==> src/rtl/core/sm3_pkg.sv <==
// Shared types, constants and helper functions for the SM3 compression block.
`timescale 1ns / 1ps
package sm3_pkg;

  typedef logic [31:0] word_t;

  localparam word_t SM3_T0 = 32'h79cc4519;
  localparam word_t SM3_T1 = 32'h7a879d8a;

  localparam word_t SM3_IV [8] = '{
    32'h7380166f, 32'h4914b2b9, 32'h172442d7, 32'hda8a0600,
    32'ha96f30bc, 32'h163138aa, 32'he38dee4d, 32'hb0fb0e4e
  };

  localparam int unsigned SM3_ROUNDS = 64;

  typedef struct packed {
    logic       shift_in;
    logic       start;
    logic       use_iv;
    logic       round_en;
    logic       last_round;
    logic [5:0] round;
    logic [2:0] out_idx;
  } sm3_cmd_t;

  function automatic word_t rotl32(input word_t x, input logic [4:0] n);
    logic [63:0] dbl;
    dbl = {x, x} << n;
    return dbl[63:32];
  endfunction

  function automatic word_t perm0(input word_t x);
    return x ^ rotl32(x, 5'd9) ^ rotl32(x, 5'd17);
  endfunction

  function automatic word_t perm1(input word_t x);
    return x ^ rotl32(x, 5'd15) ^ rotl32(x, 5'd23);
  endfunction

  function automatic word_t round_const(input logic [5:0] j);
    word_t t;
    t = (j[5:4] == 2'b00) ? SM3_T0 : SM3_T1;
    return rotl32(t, j[4:0]);
  endfunction

endpackage

==> src/rtl/core/sm3_if.sv <==
// Valid/ready channel interfaces for message words and chaining words.
`timescale 1ns / 1ps
interface sm3_in_if import sm3_pkg::*; ();
  logic  valid;
  logic  ready;
  word_t message_word;
  logic  new_message;
  logic  emit_digest;

  modport source(output valid, message_word, new_message, emit_digest, input ready);
  modport sink(input valid, message_word, new_message, emit_digest, output ready);
endinterface

interface sm3_out_if import sm3_pkg::*; ();
  logic       valid;
  logic       ready;
  word_t      hash_word;
  logic [2:0] word_index;
  logic       last_word;

  modport source(output valid, hash_word, word_index, last_word, input ready);
  modport sink(input valid, hash_word, word_index, last_word, output ready);
endinterface

==> src/rtl/core/sm3_ctrl.sv <==
// Controller: word counting, restart flag, round sequencing and digest output.
`timescale 1ns / 1ps
module sm3_ctrl import sm3_pkg::*; (
  input  logic       clk,
  input  logic       rst_n,
  input  logic       in_valid,
  input  logic       in_new_message,
  input  logic       in_emit_digest,
  output logic       in_ready,
  output logic       out_valid,
  input  logic       out_ready,
  output logic [2:0] out_word_index,
  output logic       out_last_word,
  output sm3_cmd_t   cmd
);

  localparam logic [1:0] ST_IDLE = 2'd0;
  localparam logic [1:0] ST_COMP = 2'd1;
  localparam logic [1:0] ST_EMIT = 2'd2;

  logic [1:0] state_r, state_nxt;
  logic [3:0] count_r, count_nxt;
  logic       pend_r, pend_nxt;
  logic       emit_r, emit_nxt;
  logic [5:0] round_r, round_nxt;
  logic [2:0] idx_r, idx_nxt;
  logic       acc;
  logic       blk_done;

  assign in_ready       = (state_r == ST_IDLE);
  assign out_valid      = (state_r == ST_EMIT);
  assign acc            = in_valid && in_ready;
  assign blk_done       = (count_r == 4'd15);
  assign out_word_index = idx_r;
  assign out_last_word  = (idx_r == 3'd7);

  always_comb begin
    state_nxt = state_r;
    count_nxt = count_r;
    pend_nxt  = pend_r;
    emit_nxt  = emit_r;
    round_nxt = round_r;
    idx_nxt   = idx_r;

    cmd            = '0;
    cmd.round      = round_r;
    cmd.out_idx    = idx_r;
    cmd.shift_in   = acc;
    cmd.round_en   = (state_r == ST_COMP);
    cmd.last_round = (state_r == ST_COMP) && (round_r == 6'(SM3_ROUNDS - 1));

    case (state_r)
      ST_IDLE: begin
        if (acc) begin
          count_nxt = count_r + 4'd1;
          pend_nxt  = pend_r | in_new_message;
          if (blk_done) begin
            cmd.start  = 1'b1;
            cmd.use_iv = pend_r | in_new_message;
            pend_nxt   = 1'b0;
            emit_nxt   = in_emit_digest;
            round_nxt  = '0;
            state_nxt  = ST_COMP;
          end else if (in_emit_digest) begin
            idx_nxt   = '0;
            state_nxt = ST_EMIT;
          end
        end
      end
      ST_COMP: begin
        round_nxt = round_r + 6'd1;
        if (cmd.last_round) begin
          idx_nxt   = '0;
          state_nxt = emit_r ? ST_EMIT : ST_IDLE;
        end
      end
      ST_EMIT: begin
        if (out_ready) begin
          idx_nxt = idx_r + 3'd1;
          if (out_last_word) begin
            state_nxt = ST_IDLE;
          end
        end
      end
      default: begin
        state_nxt = ST_IDLE;
      end
    endcase
  end

  always_ff @(posedge clk) begin
    if (!rst_n) begin
      state_r <= ST_IDLE;
      count_r <= '0;
      pend_r  <= 1'b0;
      emit_r  <= 1'b0;
      round_r <= '0;
      idx_r   <= '0;
    end else begin
      state_r <= state_nxt;
      count_r <= count_nxt;
      pend_r  <= pend_nxt;
      emit_r  <= emit_nxt;
      round_r <= round_nxt;
      idx_r   <= idx_nxt;
    end
  end

endmodule

==> src/rtl/core/sm3_dp.sv <==
// Datapath: message window, expansion, one compression round per cycle, chaining value.
`timescale 1ns / 1ps
module sm3_dp import sm3_pkg::*; (
  input  logic     clk,
  input  logic     rst_n,
  input  sm3_cmd_t cmd,
  input  word_t    in_word,
  output word_t    hash_word
);

  word_t win_r [16];
  word_t work_r [8];
  word_t cv_r [8];
  word_t rnd_nxt [8];
  word_t w_new;
  word_t a12, ss1, ss2, ffv, ggv, tt1, tt2;
  logic  early;

  assign hash_word = cv_r[cmd.out_idx];
  assign early     = (cmd.round[5:4] == 2'b00);

  assign w_new = perm1(win_r[0] ^ win_r[7] ^ rotl32(win_r[13], 5'd15))
               ^ rotl32(win_r[3], 5'd7) ^ win_r[10];

  always_comb begin
    a12 = rotl32(work_r[0], 5'd12);
    ss1 = rotl32(a12 + work_r[4] + round_const(cmd.round), 5'd7);
    ss2 = ss1 ^ a12;
    if (early) begin
      ffv = work_r[0] ^ work_r[1] ^ work_r[2];
      ggv = work_r[4] ^ work_r[5] ^ work_r[6];
    end else begin
      ffv = (work_r[0] & work_r[1]) | (work_r[0] & work_r[2]) | (work_r[1] & work_r[2]);
      ggv = (work_r[4] & work_r[5]) | (~work_r[4] & work_r[6]);
    end
    tt1 = ffv + work_r[3] + ss2 + (win_r[0] ^ win_r[4]);
    tt2 = ggv + work_r[7] + ss1 + win_r[0];
    rnd_nxt[0] = tt1;
    rnd_nxt[1] = work_r[0];
    rnd_nxt[2] = rotl32(work_r[1], 5'd9);
    rnd_nxt[3] = work_r[2];
    rnd_nxt[4] = perm0(tt2);
    rnd_nxt[5] = work_r[4];
    rnd_nxt[6] = rotl32(work_r[5], 5'd19);
    rnd_nxt[7] = work_r[6];
  end

  always_ff @(posedge clk) begin
    if (cmd.shift_in) begin
      for (int i = 0; i < 15; i++) begin
        win_r[i] <= win_r[i+1];
      end
      win_r[15] <= in_word;
    end else if (cmd.round_en) begin
      for (int i = 0; i < 15; i++) begin
        win_r[i] <= win_r[i+1];
      end
      win_r[15] <= w_new;
    end
  end

  always_ff @(posedge clk) begin
    if (cmd.start) begin
      for (int i = 0; i < 8; i++) begin
        work_r[i] <= cmd.use_iv ? SM3_IV[i] : cv_r[i];
      end
    end else if (cmd.round_en) begin
      for (int i = 0; i < 8; i++) begin
        work_r[i] <= rnd_nxt[i];
      end
    end
  end

  always_ff @(posedge clk) begin
    if (!rst_n) begin
      for (int i = 0; i < 8; i++) begin
        cv_r[i] <= SM3_IV[i];
      end
    end else if (cmd.start && cmd.use_iv) begin
      for (int i = 0; i < 8; i++) begin
        cv_r[i] <= SM3_IV[i];
      end
    end else if (cmd.last_round) begin
      for (int i = 0; i < 8; i++) begin
        cv_r[i] <= cv_r[i] ^ rnd_nxt[i];
      end
    end
  end

endmodule

==> src/rtl/core/sm3_block_compression.sv <==
// Top level of the SM3 block compression engine.
// A word that does not end a block leaves the input ready, unless it requests a digest.
// The sixteenth word of a block starts the 64 rounds, one round per cycle in the datapath.
// No input is taken while the rounds run or while a digest is being output.
// A digest request outputs the eight chaining words, one per accepted transfer.
// Reset (rst_n, synchronous, active low) idles the controller and loads the initial value.
`timescale 1ns / 1ps
module sm3_block_compression import sm3_pkg::*; (
  input  logic     clk,
  input  logic     rst_n,
  sm3_in_if.sink   in_ch,
  sm3_out_if.source out_ch
);

  sm3_cmd_t cmd;

  sm3_ctrl u_ctrl (
    .clk            (clk),
    .rst_n          (rst_n),
    .in_valid       (in_ch.valid),
    .in_new_message (in_ch.new_message),
    .in_emit_digest (in_ch.emit_digest),
    .in_ready       (in_ch.ready),
    .out_valid      (out_ch.valid),
    .out_ready      (out_ch.ready),
    .out_word_index (out_ch.word_index),
    .out_last_word  (out_ch.last_word),
    .cmd            (cmd)
  );

  sm3_dp u_dp (
    .clk       (clk),
    .rst_n     (rst_n),
    .cmd       (cmd),
    .in_word   (in_ch.message_word),
    .hash_word (out_ch.hash_word)
  );

endmodule

==> src/flat_wrapper.sv <==
// flat-port wrapper written by rule: the top's interface ports become plain ports
module sm3_block_compression_flat import sm3_pkg::*;
  (clk, rst_n, in_ch_valid, in_ch_message_word, in_ch_new_message, in_ch_emit_digest, in_ch_ready, out_ch_valid, out_ch_hash_word, out_ch_word_index, out_ch_last_word, out_ch_ready);
  sm3_in_if in_ch_i ();
  sm3_out_if out_ch_i ();
  input  logic clk;
  input  logic rst_n;
  input wire logic [$bits(in_ch_i.valid)-1:0] in_ch_valid;
  input wire logic [$bits(in_ch_i.message_word)-1:0] in_ch_message_word;
  input wire logic [$bits(in_ch_i.new_message)-1:0] in_ch_new_message;
  input wire logic [$bits(in_ch_i.emit_digest)-1:0] in_ch_emit_digest;
  output wire logic [$bits(in_ch_i.ready)-1:0] in_ch_ready;
  output wire logic [$bits(out_ch_i.valid)-1:0] out_ch_valid;
  output wire logic [$bits(out_ch_i.hash_word)-1:0] out_ch_hash_word;
  output wire logic [$bits(out_ch_i.word_index)-1:0] out_ch_word_index;
  output wire logic [$bits(out_ch_i.last_word)-1:0] out_ch_last_word;
  input wire logic [$bits(out_ch_i.ready)-1:0] out_ch_ready;
  assign in_ch_i.valid = in_ch_valid;
  assign in_ch_i.message_word = in_ch_message_word;
  assign in_ch_i.new_message = in_ch_new_message;
  assign in_ch_i.emit_digest = in_ch_emit_digest;
  assign in_ch_ready = in_ch_i.ready;
  assign out_ch_valid = out_ch_i.valid;
  assign out_ch_hash_word = out_ch_i.hash_word;
  assign out_ch_word_index = out_ch_i.word_index;
  assign out_ch_last_word = out_ch_i.last_word;
  assign out_ch_i.ready = out_ch_ready;
  sm3_block_compression u_core (.clk(clk), .rst_n(rst_n), .in_ch(in_ch_i), .out_ch(out_ch_i));
endmodule
==> config.mk <==
export PLATFORM = sky130hd
export DESIGN_NAME = sm3_block_compression_flat
export DESIGN_NICKNAME = d
export VERILOG_FILES = /design/src/rtl/core/sm3_pkg.sv /design/src/rtl/core/sm3_if.sv /design/src/rtl/core/sm3_ctrl.sv /design/src/rtl/core/sm3_dp.sv /design/src/rtl/core/sm3_block_compression.sv /design/src/flat_wrapper.sv
export SDC_FILE = /design/constraint.sdc
export NUM_CORES = 2
export LEC_CHECK = 0
export ABC_AREA = 1
export BUFFER_PORTS_ARGS = -buffer_cell sky130_fd_sc_hd__buf_2
export CAP_MARGIN = 20
export CORE_AREA = 2 2 401 403
export CTS_BUF_LIST = sky130_fd_sc_hd__clkbuf_4
export DETAILED_ROUTE_END_ITERATION = 10
export DIE_AREA = 0 0 403 405
export HOLD_SLACK_MARGIN = 0.1
export SYNTH_ARGS = -nofsm -noshare
export SYNTH_HDL_FRONTEND = slang
export SYNTH_HIERARCHICAL = 1
export SYNTH_SLANG_ARGS = --single-unit
==> constraint.sdc <==
create_clock -name clk -period 40 [get_ports clk]
set_input_delay 2 -clock clk [delete_from_list [all_inputs] [get_ports clk]]
set_output_delay 2 -clock clk [all_outputs]
set_load 0.03 [all_outputs]
---- Word-level counts from Yosys, hierarchy flattened ----
Memories as Yosys holds them, arrays and structs flattened. A register that Yosys moved wholly into a read port is not among the register bits.
Index checks and enable logic that the tools add are counted.
word-level totals
  register bits after elaboration ......... 17
  memory bits (writable) .................. 1024
  input bits .............................. 38
  output and inout port bits .............. 38
  logic and storage cells ................. 209
  memories kept ........................... 3
operators by class
  $add $sub $neg .......................... 11
  equal/unequal tests ..................... 13
  shift operators ......................... 1
  multiplexer cells ....................... 91
  bitwise operators ....................... 72
  reduce and logical (&&, ||, !) cells .... 12
memories
  name                depth  width  rd ports  clocked after memory_dff  wr ports  RTL line      text
  u_core.u_dp.win_r   16     32     16        0                         16        sm3_dp.sv:11  word_t win_r [16];
  u_core.u_dp.cv_r    8      32     9         1                         8         sm3_dp.sv:13  word_t cv_r [8];
  u_core.u_dp.work_r  8      32     8         0                         8         sm3_dp.sv:12  word_t work_r [8];
operator list
  operator             count
  $mux 32              50
  $xor 32x32->32       22
  $add 32x32->32       8
  $and 32x32->32       5
  $or 32x32->32        3
  $shl 63x5->64        1
  $or 1x1->1           41
  $not 32->32          1
  $mux 26              1
  $mux 3               7
  $mux 2               10
  $mux 1               18
  $mux 6               2
  $pmux 6 s2           1
  $pmux 3 s3           1
  $ne 2x1->1 const B   4
  $add 6x1->6 const B  1
  $eq 6x6->1 const B   1
  $ne 2x2->1 const B   3
  $pmux 2 s3           1
  $reduce_and 3->1     2
  $reduce_and 6->1     1
  $reduce_and 5->1     1
  $add 4x1->4 const B  1
  11 further kinds     14

---- Logic depth before layout (Yosys ltp) ----
An unclocked memory read counts as a cell.
  depth after elaboration ................. 12
  mapped depth ............................ 52
  mapped depth without buffers ............ 50

---- Cells and area by module ----
The synthesis kept the hierarchy.
by module, submodules not included
  module    times used  cells an instance  area an instance (um^2)  seq. area each (um^2)
  sm3_dp    1           5415               55846.1                  30429.2
  sm3_ctrl  1           143                1028.5                   340.3

---- Worst setup path after synthesis ----
No wires, ideal clock.
  path kind ............................... in2reg
  start ................................... input port in_ch_valid
  end ..................................... memory u_core/u_dp/win_r[0][0] (netlist name) (enable)
  setup time .............................. 3.647 ns
  data arrival time ....................... 11.113 ns
  data required time ...................... 36.353 ns
  slack ................................... 25.240 ns
  stages on the path ...................... 7
  buffers on the path ..................... 3
  cell sequence ........................... nand2_4 inv_4 buf_4 clkbuf_1 inv_1 clkbuf_1 nand2_1
RTL lines
  what             RTL line           text
  start, declared  flat_wrapper.sv:8  input wire logic [$bits(in_ch_i.valid)-1:0] in_ch_valid;
  end, declared    sm3_dp.sv:11

==> impl_metrics.tcl <==
set metrics [dict create \
    drt_iter0_markers 4924 \
    path_common_cell "nand2_1" \
    yosys_warnings 6 \
    vias_per_cell 5.32 \
    crit_start "u_core/u_ctrl/round_r[4]" \
    critPathMaxStageDelay_ns 0.80 \
    wl_met2_mm 95.8 \
    wl_met1_mm 85.0 \
    gr-total-overflow 0 \
    yosys.area_share.adder_pct 8.82 \
    port_buffers 75 \
    cpMaxStageDelayCell "o21ai_0" \
    relSlewSlack_pct 21.2 \
    cp-start-kind "flip-flop" \
    clockBufferDepth 4 \
    detail_route.wl_per_cell_um 26.0 \
    crit_arrival_ns 11.21 \
    post-route-period-util_pct 25.8 \
    core_um2 159000 \
    power.density_nw_per_um2 48.0 \
    worstMarginPinSlew_ns 1.18 \
    synth_cell_types 60 \
    ys_seq_area_share_pct 54.1 \
    rsz0062_at_grt "no" \
    fp-row-count 147 \
    vdd.ir_drop.worst_v 0.0000350 \
    hp-start "u_core/u_dp/win_r[1][133]" \
    crit_path_end_kind "flip-flop" \
    path_clk_slew_ns 0.06 \
    placed_area_um2 59700 \
    first_global_vias 41400 \
    muxShareOfSynthArea_pct 0.598 \
    post_cts_resized 0 \
    hold_buffers 0 \
    fmax_mhz 97.1 \
    synth_compound_area_share_pct 9.60 \
    ant_nets 0 \
    synthArstFlopShare_pct 0 \
    start_util_pct 35.7 \
    drc 0 \
    required_ns 40.91 \
    layout.nets 6147 \
    syn-cell-area_um2 56900 \
    clock_skew_ns 0.124 \
    finalCriticalPeriod_ns 10.30 \
    hold_viol 0 \
    worst-setup-path-type "flip-flop to flip-flop" \
    syn_avg_cell_area_um2 10.2 \
    synth_edf_count 992 \
    maxUsedRoutingLayer "met5" \
    final_core_util_pct 39.8 \
    syn_inst 5558 \
    die-area_um2 163000 \
    grt_first_pass_wirelength_mm 295 \
    yosysMostFrequentCell "nand2_1" \
    clock-sinks 1041 \
    cts-root-buf "clkbuf_4" \
    synth-simple-area-share_pct 14.0 \
    clock_latency_ns 1.26 \
    synth_fp_nets 5884 \
    cts_max_level 5 \
    syn_to_final_growth_pct 11.4 \
    gp_congestion 0.994 \
    pin_count 76 \
    drt-total-wl_mm 210 \
    place_hpwl_mm 156 \
    finalInstanceArea_um2 63300 \
    worst-path-max-fanout 35 \
    r2r_start "u_core/u_ctrl/round_r[4]" \
    synth.area.top_cells "edfxtp_1 52%, fa_1 6.6%, nand2_1 6.6%" \
    synth_commonest_cells "995 x nand2_1, 992 x edfxtp_1, 710 x inv_1" \
    vias 43100 \
    synth_flop_cell "edfxtp_1" \
    synth_top_area_cell "edfxtp_1" \
    cap_violations 0 \
    post_cts_buffers 0 \
    die_h_um 405 \
    gr-usage-all-layers_pct 25.4 \
    hold_ws_ns 0.360 \
    drive_gt1_share_pct 12.0 \
    synth-seq-cells 1041 \
    synthXorXnorAreaFrac_pct 6.84 \
    synth_top_family_by_area "simple AND/OR/NAND/NOR gates" \
    dr.pass1.iters 8 \
    cts_tree "done" \
    numCtsBuffers 303 \
    die-width_um 403 \
    drv_slew 0 \
    leakage_nw 25.5 \
    final-setup-viol-count 0 \
    fin_tns_setup_ns 0 \
    antenna_found_initial 9 \
    grt_max_degree 187 \
    outcome "completed" \
    synth_top_area_share_pct 52.4 \
    min_path_type "flip-flop to flip-flop" \
    route.met3.wl_mm 17.6 \
    total_power_mw 3.04 \
]
==> per-stage QoR <==
stage | std cells | setup WS, ns
after floorplan | 5558 | 25.24
after detailed placement | 7598 | 29.76
after CTS | 8081 | 29.75
after global placement | 7595 | 29.57
after global routing | 8090 | 29.26
final | 8090 | 29.70
==> state kept, by name, indices dropped and copies added, names as in the netlist <==
name	cells
u_core/u_ctrl/state_r	2
u_core/u_dp/work_r	256
u_core/u_dp/win_r	512
u_core/u_ctrl/out_word_index	3
u_core/u_ctrl/count_r	4
u_core/u_ctrl/emit_r	1
u_core/u_ctrl/round_r	6
u_core/u_dp/cv_r	256
u_core/u_ctrl/pend_r	1
==> worst paths after layout <==
path                          endpoint  slack, ns  cells past startpoint
max reg2reg    u_core/u_dp/cv_r[4][18]      29.70                     39
max            u_core/u_dp/cv_r[4][18]      29.70                     39
min reg2reg  u_core/u_dp/win_r[1][101]       0.36                      0
min          u_core/u_dp/win_r[1][101]       0.36                      0
==> cell type report <==
cell class / count / area [um^2]
diodes: 5 / 12.5
well taps: 2086 / 2610
fillers: 15800 / 95900
clock buffers: 431 / 3240
multi-input cells: 3615 / 22800
repair buffers: 132 / 921
inverters: 728 / 2750
flip-flops and latches: 1041 / 30800
clock inverters: 52 / 288
==> logic make-up after synthesis <==
| family | after synthesis |
|---|---|
| AND/OR/NAND/NOR | 1878 |
| buffers and inverters | 902 |
| flip-flops | 1041 |
| adder cells (fa/ha/maj) | 288 |
| multiplexers | 34 |
| XOR/XNOR | 441 |
| AO/OA/AOI/OAI | 974 |
==> layer usage <==
layer	track usage [%]	vias up
met5	0	-
met4	13.5	4
met3	4.77	425
li1	-	19400
met2	40.2	2202
met1	33.0	21000
==> cell usage in the layout, fill, tap and decap left out, types with 49 or more instances in the layout <==
cell type / instances
edfxtp_1: 992
nand2_1: 990
inv_1: 704
clkbuf_4: 432
o21ai_0: 403
nor2_1: 390
a21oi_1: 328
nand3_1: 325
xor2_1: 227
xnor2_1: 211
fa_1: 188
ha_1: 100
buf_2: 75
buf_4: 49
==> worst max-delay path: cells and delay by family (launching register included) <==
family	cells	cell delay [ns]
simple gates	19	2.90
xor+xnor	2	1.32
compound gates	4	1.44
fa+ha+maj	7	3.10
mux	1	0.15
buf+inv	6	0.75
flops	1	0.32
==> power breakdown <==
part / internal [mW] / switching (mW) / leakage (nW)
registers: 1.29 / 0.0438 / 9.46
logic: 0.216 / 0.530 / 13.9
clock network: 0.508 / 0.459 / 2.12
total: 2.01 / 1.03 / 25.5
No activity file was read; power rests on OpenSTA's default activity.
